<file path="src/rtl/page_heap_first_fit_allocator_macros.svh">
// Assertion macros for the page heap allocator.
// Used by the top level; no other dependencies.
`ifndef PAGE_HEAP_FIRST_FIT_ALLOCATOR_MACROS_SVH
`define PAGE_HEAP_FIRST_FIT_ALLOCATOR_MACROS_SVH
`ifndef SYNTHESIS
`define PHFA_ASSERT(label, clk, rst_n, prop) \
  label: assert property (@(posedge clk) disable iff (!rst_n) prop) \
    else $error("phfa assertion failed");
`define PHFA_ASSERT_NR(label, clk, prop) \
  label: assert property (@(posedge clk) prop) \
    else $error("phfa assertion failed");
`else
`define PHFA_ASSERT(label, clk, rst_n, prop)
`define PHFA_ASSERT_NR(label, clk, prop)
`endif
`endif

</file>
<file path="src/rtl/phfa_pkg.sv">
// Types, constants and helpers for the page heap allocator.
// No dependencies.
package phfa_pkg;
  localparam int PAGE_SIZE = 256;
  localparam int HDR_BYTES = 5;
  localparam int ADDR_W    = 8;
  localparam int SIZE_W    = 32;

  localparam logic [2:0] OP_ALLOC  = 3'd0;
  localparam logic [2:0] OP_WRITE  = 3'd1;
  localparam logic [2:0] OP_FREE   = 3'd2;
  localparam logic [2:0] OP_LOCATE = 3'd3;
  localparam logic [2:0] OP_READ   = 3'd4;

  localparam logic [1:0] ST_OK      = 2'd0;
  localparam logic [1:0] ST_NOSPACE = 2'd1;
  localparam logic [1:0] ST_INVALID = 2'd2;

  typedef struct packed {
    logic [2:0] opcode;
    logic [7:0] request_size;
    logic [7:0] address;
    logic [5:0] block_index;
    logic [7:0] data_byte;
  } in_t;

  typedef struct packed {
    logic [1:0] status;
    logic [7:0] block_offset;
    logic [7:0] block_size;
    logic [7:0] read_byte;
  } out_t;

  typedef struct packed {
    logic              rd_en;
    logic [ADDR_W-1:0] rd_addr;
    logic              wr_en;
    logic [ADDR_W-1:0] wr_addr;
    logic [7:0]        wr_data;
  } mem_req_t;

  localparam logic [SIZE_W-1:0] INIT_SIZE = SIZE_W'(PAGE_SIZE - HDR_BYTES);

  function automatic logic [7:0] init_byte(input logic [ADDR_W-1:0] a);
    logic [7:0] b;
    b = 8'd0;
    if (int'(a) < HDR_BYTES - 1) begin
      b = INIT_SIZE[8*a[1:0] +: 8];
    end else if (int'(a) == HDR_BYTES - 1) begin
      b = 8'd1;
    end
    return b;
  endfunction
endpackage

</file>
<file path="src/rtl/phfa_mem.sv">
// Page byte memory, one read and one write port, registered read data.
// Unwritten bytes read as the reset page image. Depends on phfa_pkg.
module phfa_mem (
  input  logic                clk,
  input  logic                rst_n,
  input  phfa_pkg::mem_req_t  req,
  output logic [7:0]          rdata
);
  localparam int DEPTH = phfa_pkg::PAGE_SIZE;

  logic [7:0]       mem [DEPTH];
  logic [DEPTH-1:0] vld_r;
  logic [7:0]       data_r;
  logic [7:0]       init_r;
  logic             hit_r;

  always_ff @(posedge clk) begin
    if (req.wr_en) begin
      mem[req.wr_addr] <= req.wr_data;
    end
    if (req.rd_en) begin
      data_r <= mem[req.rd_addr];
      init_r <= phfa_pkg::init_byte(req.rd_addr);
      hit_r  <= vld_r[req.rd_addr];
    end
  end

  always_ff @(posedge clk) begin
    if (!rst_n) begin
      vld_r <= '0;
    end else if (req.wr_en) begin
      vld_r[req.wr_addr] <= 1'b1;
    end
  end

  assign rdata = hit_r ? data_r : init_r;
endmodule

</file>
<file path="src/rtl/phfa_ctrl.sv">
// Header walk sequencer: reads headers, decides, writes headers back.
// Depends on phfa_pkg; drives phfa_mem.
module phfa_ctrl (
  input  logic               clk,
  input  logic               rst_n,
  input  logic               in_valid,
  output logic               in_ready,
  input  phfa_pkg::in_t      in_data,
  input  logic               res_space,
  output logic               res_done,
  output phfa_pkg::out_t     res_data,
  output phfa_pkg::mem_req_t mreq,
  input  logic [7:0]         rdata
);
  localparam logic [3:0] S_IDLE = 4'd0;
  localparam logic [3:0] S_HRD  = 4'd1;
  localparam logic [3:0] S_EVAL = 4'd2;
  localparam logic [3:0] S_NEVAL = 4'd3;
  localparam logic [3:0] S_FFIN = 4'd4;
  localparam logic [3:0] S_WR   = 4'd5;
  localparam logic [3:0] S_RDB  = 4'd6;
  localparam logic [3:0] S_RESP = 4'd7;

  localparam int SW = phfa_pkg::SIZE_W;
  localparam logic [SW+1:0] HB34  = (SW+2)'(phfa_pkg::HDR_BYTES);
  localparam logic [SW+1:0] LAST_HDR = (SW+2)'(phfa_pkg::PAGE_SIZE - phfa_pkg::HDR_BYTES);
  localparam logic [SW+1:0] PG34  = (SW+2)'(phfa_pkg::PAGE_SIZE);
  localparam logic [SW-1:0] HB32  = SW'(phfa_pkg::HDR_BYTES);
  localparam logic [7:0]    HB8   = 8'(phfa_pkg::HDR_BYTES);
  localparam logic [8:0]    HB9   = 9'(phfa_pkg::HDR_BYTES);
  localparam logic [2:0]    KLAST = 3'(phfa_pkg::HDR_BYTES);

  logic [3:0]    state_r, state_nxt;
  phfa_pkg::in_t op_r, op_nxt;
  logic [7:0]    h_r, h_nxt;
  logic [7:0]    rd_base_r, rd_base_nxt;
  logic [2:0]    k_r, k_nxt;
  logic          neigh_r, neigh_nxt;
  logic [SW-1:0] cur_size_r, cur_size_nxt;
  logic          cur_free_r, cur_free_nxt;
  logic [7:0]    prev_r, prev_nxt;
  logic          have_prev_r, have_prev_nxt;
  logic [SW-1:0] prev_size_r, prev_size_nxt;
  logic          prev_free_r, prev_free_nxt;
  logic [SW-1:0] fsize_r, fsize_nxt;
  logic [6:0]    cnt_r, cnt_nxt;
  logic [7:0]    wr_base_r, wr_base_nxt;
  logic [SW-1:0] wr_size_r, wr_size_nxt;
  logic          wr_free_r, wr_free_nxt;
  logic          wr2_r, wr2_nxt;
  logic [7:0]    wr2_base_r, wr2_base_nxt;
  logic [SW-1:0] wr2_size_r, wr2_size_nxt;
  logic          wr2_free_r, wr2_free_nxt;
  phfa_pkg::out_t res_r, res_nxt;

  logic [SW+1:0] next34;
  logic          nfits;
  logic [8:0]    dpos;
  logic [SW-1:0] merged;

  assign in_ready = (state_r == S_IDLE);
  assign res_done = (state_r == S_RESP) && res_space;
  assign res_data = res_r;

  assign next34 = (SW+2)'(h_r) + HB34 + (SW+2)'(cur_size_r);
  assign nfits  = next34 <= LAST_HDR;
  assign dpos   = 9'(h_r) + HB9;
  assign merged = prev_size_r + HB32 + fsize_r;

  always_comb begin
    state_nxt     = state_r;
    op_nxt        = op_r;
    h_nxt         = h_r;
    rd_base_nxt   = rd_base_r;
    k_nxt         = k_r;
    neigh_nxt     = neigh_r;
    cur_size_nxt  = cur_size_r;
    cur_free_nxt  = cur_free_r;
    prev_nxt      = prev_r;
    have_prev_nxt = have_prev_r;
    prev_size_nxt = prev_size_r;
    prev_free_nxt = prev_free_r;
    fsize_nxt     = fsize_r;
    cnt_nxt       = cnt_r;
    wr_base_nxt   = wr_base_r;
    wr_size_nxt   = wr_size_r;
    wr_free_nxt   = wr_free_r;
    wr2_nxt       = wr2_r;
    wr2_base_nxt  = wr2_base_r;
    wr2_size_nxt  = wr2_size_r;
    wr2_free_nxt  = wr2_free_r;
    res_nxt       = res_r;
    mreq          = '0;
    case (state_r)
      S_IDLE: begin
        if (in_valid) begin
          op_nxt        = in_data;
          res_nxt       = '0;
          h_nxt         = 8'd0;
          rd_base_nxt   = 8'd0;
          k_nxt         = 3'd0;
          neigh_nxt     = 1'b0;
          have_prev_nxt = 1'b0;
          cnt_nxt       = 7'd0;
          case (in_data.opcode)
            phfa_pkg::OP_ALLOC, phfa_pkg::OP_FREE, phfa_pkg::OP_LOCATE: begin
              state_nxt = S_HRD;
            end
            phfa_pkg::OP_WRITE: begin
              mreq.wr_en     = 1'b1;
              mreq.wr_addr   = in_data.address;
              mreq.wr_data   = in_data.data_byte;
              res_nxt.status = phfa_pkg::ST_OK;
              state_nxt      = S_RESP;
            end
            phfa_pkg::OP_READ: begin
              mreq.rd_en   = 1'b1;
              mreq.rd_addr = in_data.address;
              state_nxt    = S_RDB;
            end
            default: begin
              res_nxt.status = phfa_pkg::ST_INVALID;
              state_nxt      = S_RESP;
            end
          endcase
        end
      end
      S_RDB: begin
        res_nxt.status    = phfa_pkg::ST_OK;
        res_nxt.read_byte = rdata;
        state_nxt         = S_RESP;
      end
      S_HRD: begin
        if (k_r < KLAST) begin
          mreq.rd_en   = 1'b1;
          mreq.rd_addr = rd_base_r + 8'(k_r);
        end
        case (k_r)
          3'd1:    cur_size_nxt[7:0]   = rdata;
          3'd2:    cur_size_nxt[15:8]  = rdata;
          3'd3:    cur_size_nxt[23:16] = rdata;
          3'd4:    cur_size_nxt[31:24] = rdata;
          3'd5:    cur_free_nxt        = rdata != 8'd0;
          default: cur_size_nxt        = cur_size_r;
        endcase
        if (k_r == KLAST) begin
          k_nxt     = 3'd0;
          state_nxt = neigh_r ? S_NEVAL : S_EVAL;
        end else begin
          k_nxt = k_r + 3'd1;
        end
      end
      S_EVAL: begin
        state_nxt   = S_HRD;
        h_nxt       = next34[7:0];
        rd_base_nxt = next34[7:0];
        case (op_r.opcode)
          phfa_pkg::OP_ALLOC: begin
            if (cur_free_r && ({1'b0, cur_size_r} > 33'(op_r.request_size) + 33'(HB32))
                && (next34 <= PG34)) begin
              wr_base_nxt  = h_r;
              wr_size_nxt  = SW'(op_r.request_size);
              wr_free_nxt  = 1'b0;
              wr2_nxt      = 1'b1;
              wr2_base_nxt = h_r + HB8 + op_r.request_size;
              wr2_size_nxt = cur_size_r - SW'(op_r.request_size) - HB32;
              wr2_free_nxt = 1'b1;
              res_nxt.status       = phfa_pkg::ST_OK;
              res_nxt.block_offset = h_r + HB8;
              res_nxt.block_size   = op_r.request_size;
              state_nxt            = S_WR;
            end else if (!nfits) begin
              res_nxt.status = phfa_pkg::ST_NOSPACE;
              state_nxt      = S_RESP;
            end
          end
          phfa_pkg::OP_LOCATE: begin
            if (!cur_free_r && cnt_r == {1'b0, op_r.block_index}) begin
              res_nxt.status       = phfa_pkg::ST_OK;
              res_nxt.block_offset = h_r + HB8;
              res_nxt.block_size   = cur_size_r[7:0];
              state_nxt            = S_RESP;
            end else begin
              if (!cur_free_r) begin
                cnt_nxt = cnt_r + 7'd1;
              end
              if (!nfits) begin
                res_nxt.status = phfa_pkg::ST_INVALID;
                state_nxt      = S_RESP;
              end
            end
          end
          default: begin
            if (dpos == 9'(op_r.address)) begin
              fsize_nxt = cur_size_r;
              h_nxt     = h_r;
              if (nfits) begin
                neigh_nxt = 1'b1;
              end else begin
                state_nxt = S_FFIN;
              end
            end else if (dpos > 9'(op_r.address) || !nfits) begin
              res_nxt.status = phfa_pkg::ST_INVALID;
              state_nxt      = S_RESP;
            end else begin
              prev_nxt      = h_r;
              have_prev_nxt = 1'b1;
              prev_size_nxt = cur_size_r;
              prev_free_nxt = cur_free_r;
            end
          end
        endcase
      end
      S_NEVAL: begin
        if (cur_free_r) begin
          fsize_nxt = fsize_r + HB32 + cur_size_r;
        end
        state_nxt = S_FFIN;
      end
      S_FFIN: begin
        wr_base_nxt    = h_r;
        wr_size_nxt    = fsize_r;
        wr_free_nxt    = 1'b1;
        res_nxt.status = phfa_pkg::ST_OK;
        state_nxt      = S_WR;
        if (have_prev_r && prev_free_r) begin
          wr2_nxt              = 1'b1;
          wr2_base_nxt         = prev_r;
          wr2_size_nxt         = merged;
          wr2_free_nxt         = 1'b1;
          res_nxt.block_offset = prev_r;
          res_nxt.block_size   = merged[7:0];
        end else begin
          wr2_nxt              = 1'b0;
          res_nxt.block_offset = h_r;
          res_nxt.block_size   = fsize_r[7:0];
        end
      end
      S_WR: begin
        mreq.wr_en   = 1'b1;
        mreq.wr_addr = wr_base_r + 8'(k_r);
        case (k_r)
          3'd0:    mreq.wr_data = wr_size_r[7:0];
          3'd1:    mreq.wr_data = wr_size_r[15:8];
          3'd2:    mreq.wr_data = wr_size_r[23:16];
          3'd3:    mreq.wr_data = wr_size_r[31:24];
          default: mreq.wr_data = {7'd0, wr_free_r};
        endcase
        if (k_r == KLAST - 3'd1) begin
          k_nxt = 3'd0;
          if (wr2_r) begin
            wr2_nxt     = 1'b0;
            wr_base_nxt = wr2_base_r;
            wr_size_nxt = wr2_size_r;
            wr_free_nxt = wr2_free_r;
          end else begin
            state_nxt = S_RESP;
          end
        end else begin
          k_nxt = k_r + 3'd1;
        end
      end
      S_RESP: begin
        if (res_space) begin
          state_nxt = S_IDLE;
        end
      end
      default: state_nxt = S_IDLE;
    endcase
  end

  always_ff @(posedge clk) begin
    if (!rst_n) begin
      state_r <= S_IDLE;
      k_r     <= 3'd0;
      wr2_r   <= 1'b0;
      neigh_r <= 1'b0;
    end else begin
      state_r <= state_nxt;
      k_r     <= k_nxt;
      wr2_r   <= wr2_nxt;
      neigh_r <= neigh_nxt;
    end
  end

  always_ff @(posedge clk) begin
    op_r        <= op_nxt;
    h_r         <= h_nxt;
    rd_base_r   <= rd_base_nxt;
    cur_size_r  <= cur_size_nxt;
    cur_free_r  <= cur_free_nxt;
    prev_r      <= prev_nxt;
    have_prev_r <= have_prev_nxt;
    prev_size_r <= prev_size_nxt;
    prev_free_r <= prev_free_nxt;
    fsize_r     <= fsize_nxt;
    cnt_r       <= cnt_nxt;
    wr_base_r   <= wr_base_nxt;
    wr_size_r   <= wr_size_nxt;
    wr_free_r   <= wr_free_nxt;
    wr2_base_r  <= wr2_base_nxt;
    wr2_size_r  <= wr2_size_nxt;
    wr2_free_r  <= wr2_free_nxt;
    res_r       <= res_nxt;
  end
endmodule

</file>
<file path="src/rtl/page_heap_first_fit_allocator.sv">
// Byte write goes to memory when accepted; byte read uses the registered read.
// Allocate/free/locate walk the headers, reading each byte by byte, then decide;
// free also reads the next neighbor; headers are then written back byte by byte.
// Throughput: one item at a time; the next is taken once the result is queued.
// The result register lets a new item start while the previous result waits.
// Reset (rst_n low, synchronous) restores one free block spanning the page.
`include "page_heap_first_fit_allocator_macros.svh"
module page_heap_first_fit_allocator (
  input  logic           clk,
  input  logic           rst_n,
  input  logic           in_valid,
  output logic           in_ready,
  input  phfa_pkg::in_t  in_data,
  output logic           out_valid,
  input  logic           out_ready,
  output phfa_pkg::out_t out_data
);
  phfa_pkg::mem_req_t mreq;
  logic [7:0]         rdata;
  logic               res_done;
  logic               res_space;
  phfa_pkg::out_t     res_data;
  logic               out_valid_r, out_valid_nxt;
  phfa_pkg::out_t     out_data_r, out_data_nxt;

  phfa_mem u_mem (
    .clk   (clk),
    .rst_n (rst_n),
    .req   (mreq),
    .rdata (rdata)
  );

  phfa_ctrl u_ctrl (
    .clk       (clk),
    .rst_n     (rst_n),
    .in_valid  (in_valid),
    .in_ready  (in_ready),
    .in_data   (in_data),
    .res_space (res_space),
    .res_done  (res_done),
    .res_data  (res_data),
    .mreq      (mreq),
    .rdata     (rdata)
  );

  assign res_space = !out_valid_r || out_ready;

  always_comb begin
    out_valid_nxt = out_valid_r;
    out_data_nxt  = out_data_r;
    if (out_valid_r && out_ready) begin
      out_valid_nxt = 1'b0;
    end
    if (res_done) begin
      out_valid_nxt = 1'b1;
      out_data_nxt  = res_data;
    end
  end

  always_ff @(posedge clk) begin
    if (!rst_n) begin
      out_valid_r <= 1'b0;
    end else begin
      out_valid_r <= out_valid_nxt;
    end
  end

  always_ff @(posedge clk) begin
    out_data_r <= out_data_nxt;
  end

  assign out_valid = out_valid_r;
  assign out_data  = out_data_r;

  `PHFA_ASSERT(a_done_space, clk, rst_n, res_done |-> (!out_valid_r || out_ready))
  `PHFA_ASSERT(a_busy_after, clk, rst_n, (in_valid && in_ready) |=> !in_ready)
  `PHFA_ASSERT(a_status_code, clk, rst_n, out_valid_r |-> (out_data_r.status != 2'd3))
  `PHFA_ASSERT_NR(a_one_port, clk, !(mreq.rd_en && mreq.wr_en))
endmodule

</file>
<file path="config.mk">
export PLATFORM = sky130hd
export DESIGN_NAME = page_heap_first_fit_allocator
export DESIGN_NICKNAME = d
export VERILOG_FILES = /design/src/rtl/phfa_pkg.sv /design/src/rtl/phfa_mem.sv /design/src/rtl/phfa_ctrl.sv /design/src/rtl/page_heap_first_fit_allocator.sv
export VERILOG_INCLUDE_DIRS = /design/src /design/src/rtl
export SDC_FILE = /design/constraint.sdc
export NUM_CORES = 2
export LEC_CHECK = 0
export BUFFER_PORTS_ARGS = -buffer_cell sky130_fd_sc_hd__clkbuf_2
export CORE_UTILIZATION = 55
export CTS_CLUSTER_SIZE = 28
export DETAILED_ROUTE_END_ITERATION = 10
export GPL_ROUTABILITY_DRIVEN = 1
export HOLD_SLACK_MARGIN = 0.1
export PLACE_DENSITY = 0.73
export SLEW_MARGIN = 20
export SYNTH_ARGS = -nofsm -noshare
export SYNTH_HDL_FRONTEND = slang
export SYNTH_HIERARCHICAL = 1
export SYNTH_SLANG_ARGS = --single-unit
</file>
<file path="constraint.sdc">
create_clock -name clk -period 12.5 [get_ports clk]
set_input_delay 1.25 -clock clk [delete_from_list [all_inputs] [get_ports clk]]
set_output_delay 1.25 -clock clk [all_outputs]
set_load 0.01 [all_outputs]
</file>
==> results.md <==
* Worst r2r src: u_ctrl/state_r[0]$_SDFFE_PN0P_
* Worst min path class: reg -> reg
* Met3 WL post-DR at ~33000 um
* Root buffer cell: clkbuf_16
* Worst-Skew Late Latency at roughly 940 ps
* CP max FO at 49
* Area fraction in compound gates after synthesis at 0.0730
* Htree depth at 5
* Mapped Cells at around 6.3k
* Initial core utilization at 0.554
* Leakage at around 39 nW
* Sink Count at around 2.6k
* Syn avg cell area at about 17 um2
* Most numerous cell in the Yosys netlist: edfxtp_1
* Clock power frac at 0.326
* Number of cells on the worst hold path at 0
* GRT Util Overall at 0.294
* WL/cell at about 32 um
* Die area at about 200000 um2
* Post-Synth XOR/XNOR Area at 0.0100
* Die Height at 445 um
* Switch share at 0.306
* Int Power at between 15 and 20 mW
* Hold buffers post-CTS at 0
* Register area share after synthesis at 0.701
* Mux cell area share after synthesis at 0.128
* Initial DRC count at around 8.6k
* Largest family of logic cells by synthesized area: multiplexers
* Least-Margin Pin Slew at roughly 1200 ps
* Clk buf depth at 4
* Hold path start: u_ctrl/res_data[15]$_SDFFCE_PN0P_
* Antenna violations before repair at 9
* CP arrival at 8150 ps
* Crit path time final at 7500 ps
* Post-Route M1 WL at about 110000 um
* Pre-antenna DRT Iters at 8
* Required @ worst endpoint at ~13000 ps
* Vias in the first global route at around 60k
* Part of the power in registers at 0.422
* I/O Buffers at 64
* Drc violations at 0
* Yosys reg bits at 2612
* Via/cell ratio at between 6 and 7
* Synthesized area at ~110000 um2
* Top cells by area, synth: edfxtp_1 (65%), mux4_2 (11%), dfxtp_1 (4.9%), ha_1 (2.2%), mux2i_1 (2.0%)
* Crit path launch type: flip-flop
* Antenna Nets Post-Route at 0
* Synth cell count leaders: edfxtp_1 (2347), mux4_2 (507), nor2_1 (421)
* Outcome: finished clean
* Final setup fails at 0
* Number of hold violations in the final report at 0
* Metal2 WL at 137000 um
* Final GP Congestion at approximately 0.93
* Boundary pin count at 65
* Max VDD drop at about 0.26 mV
* Worst Skew at ~66 ps
* Synth Net Count at 6571
* Ys async rst share at 0
* Clock transition at path regs at roughly 60 ps
* Distinct cells, synth at a little over 90
* Share of cells above drive strength 1 at 0.177
* Postcts setup bufs at 0
* Highest metal used: met5
* EDFF count, synth at around 2.3k
* Combinational share of power at 0.252
* Critical Path End Type: flip-flop
* Worst R2R Path Depth at 15
* Worst Setup SP: u_ctrl/state_r[0]$_SDFFE_PN0P_
* Post-Route WL at around 290000 um
* Top_reg_cell synth: edfxtp_1
* First-pass GRT wire length at ~420000 um
* Rel. slew slack at 0.187
* Total congestion overflow at 0
* DIE WIDTH at around 450 um
* Post-Synth Adder-Cell Area at 0.0235
* Max Cap Viol at 0
* Max Clk Rate at between 100 and 150 MHz
* Pin count of the biggest net entering global routing at 240
* Yosys warning count at 6
* Via Count at a little over 60k
* CORE AREA at 195000 um2
* Area delta synth->final at 10.8%
* CTS tree: built
* CTS Buf Count at roughly 280
* Setup TNS Final at 0 ps
* Power per cell area at 202 nW/um2
* RSZ-0062 raised after global routing: false
* Crit share post-route at 0.600
* Placed cells at 8772
* Non-filler instance count after layout at 9258
* Kind of critical path: reg -> reg
* Post-synth top area cell: edfxtp_1
* Post-CTS sizing at 0
* Post-synth top area share at 0.652
* Pins Over Slew Limit at 0
* Row count at approximately 160
* Post-synthesis simple-gate area fraction at 0.0436
* Total net switching power at 7.42 mW
* Final HPWL DP at 180000 um
* Final Net Count at about 6.7k
power groups by stage:
stage	sequential, mW	clock, mW	combinational [mW]
2_1_floorplan	10.3	0	3.95
3_5_place_dp	10.4	0	5.95
5_1_grt	10.2	8.29	6.34
4_1_cts	10.2	7.97	5.99
6_report	10.2	7.90	6.10
3_3_place_gp	10.4	0	5.88
layout by cell type (no fill, tap or decap), drive strengths merged, types with 49 or more instances in the layout:
cell | netlist | final
a21oi | 184 | 184
ha | 192 | 192
o21ai | 186 | 186
o21a | 270 | 270
xnor2 | 62 | 62
xor2 | 62 | 62
a22oi | 117 | 117
dfxtp | 265 | 265
nor2 | 421 | 421
buf | 178 | 120
nor3 | 49 | 49
edfxtp | 2347 | 2347
mux2i | 217 | 217
mux4 | 507 | 507
inv | 92 | 96
nand2 | 266 | 266
clkbuf | 191 | 452
clkinv | 1 | 68
nand3 | 93 | 93
area by class of cell:
| cell class | count | area [um2] |
|---|---|---|
| Timing Repair Buffer | 183 | 1370 |
| Antenna cell | 3 | 7.51 |
| Inverter | 93 | 352 |
| Clock buffer | 389 | 7840 |
| Clock inverter | 93 | 805 |
| Tap cell | 2624 | 3280 |
| Sequential cell | 2612 | 75800 |
| Fill cell | 13600 | 75400 |
| Multi-Input combinational cell | 3261 | 30400 |
routing by layer:
metal  GRT usage  up-vias
met4       0.140       24
met1       0.395    31700
li1            -    25500
met3      0.0675      854
met2       0.459     3907
met5     0.00122        -
registers in the layout (all words and copies together) (netlist names), 2 cells and up:
name	flops
u_mem/mem	2048
u_mem/vld_r	256
u_ctrl/cur_size_r	32
u_ctrl/fsize_r	32
u_ctrl/prev_size_r	32
u_ctrl/wr2_size_r	32
u_ctrl/wr_size_r	32
out_data	26
u_ctrl/res_data	26
u_ctrl/op_r	25
u_ctrl/h_r	8
u_ctrl/prev_r	8
u_ctrl/rd_base_r	8
u_ctrl/wr2_base_r	8
u_ctrl/wr_base_r	8
u_mem/data_r	8
u_ctrl/cnt_r	7
u_ctrl/k_r	3
u_ctrl/state_r	3
u_mem/init_r	2
through the flow:
step / power [mW] / setup slack, ps / instance area, um2 / hold WS [ps] / utilization
2_1_floorplan: 14.3 / 3350 / 108000 / 400 / -
6_report: 24.2 / 5000 / 120000 / 413 / 0.614
4_1_cts: 24.2 / 5060 / 120000 / 416 / 0.614
5_1_grt: 24.9 / 4790 / 120000 / 417 / 0.614
3_5_place_dp: 16.3 / 5090 / 111000 / 405 / 0.569
3_3_place_gp: 16.3 / 5140 / 111000 / 401 / 0.569
cell families after synthesis:
kind of cell,after synthesis
buffers and inverters,462
XOR/XNOR,124
AO/OA/AOI/OAI,1145
adder cells (fa/ha/maj),199
flip-flops,2612
AND/OR/NAND/NOR,1043
multiplexers,750
critical path: stages (launching register included):
cell	delay, ps
dfxtp_2	310
buf_4	610
inv_1	350
nor3_1	680
nand2_1	560
o21ai_4	270
buf_4	350
buf_4	670
clkinv_2	870
buf_4	550
nand2_1	420
o22ai_1	170
a2111oi_0	720
buf_4	230
a211o_1	240
o311ai_1	130
path summary, 6_finish.rpt:
kind	end	slack [ps]
worst max register to register	u_mem/data_r[0]$_DFFE_PP_	5000
worst min register to register	out_data[15]$_DFFE_PP_	410
worst min-delay path	out_data[15]$_DFFE_PP_	410
worst max-delay path	u_mem/data_r[0]$_DFFE_PP_	5000
Power figures use the tool's default switching activity.
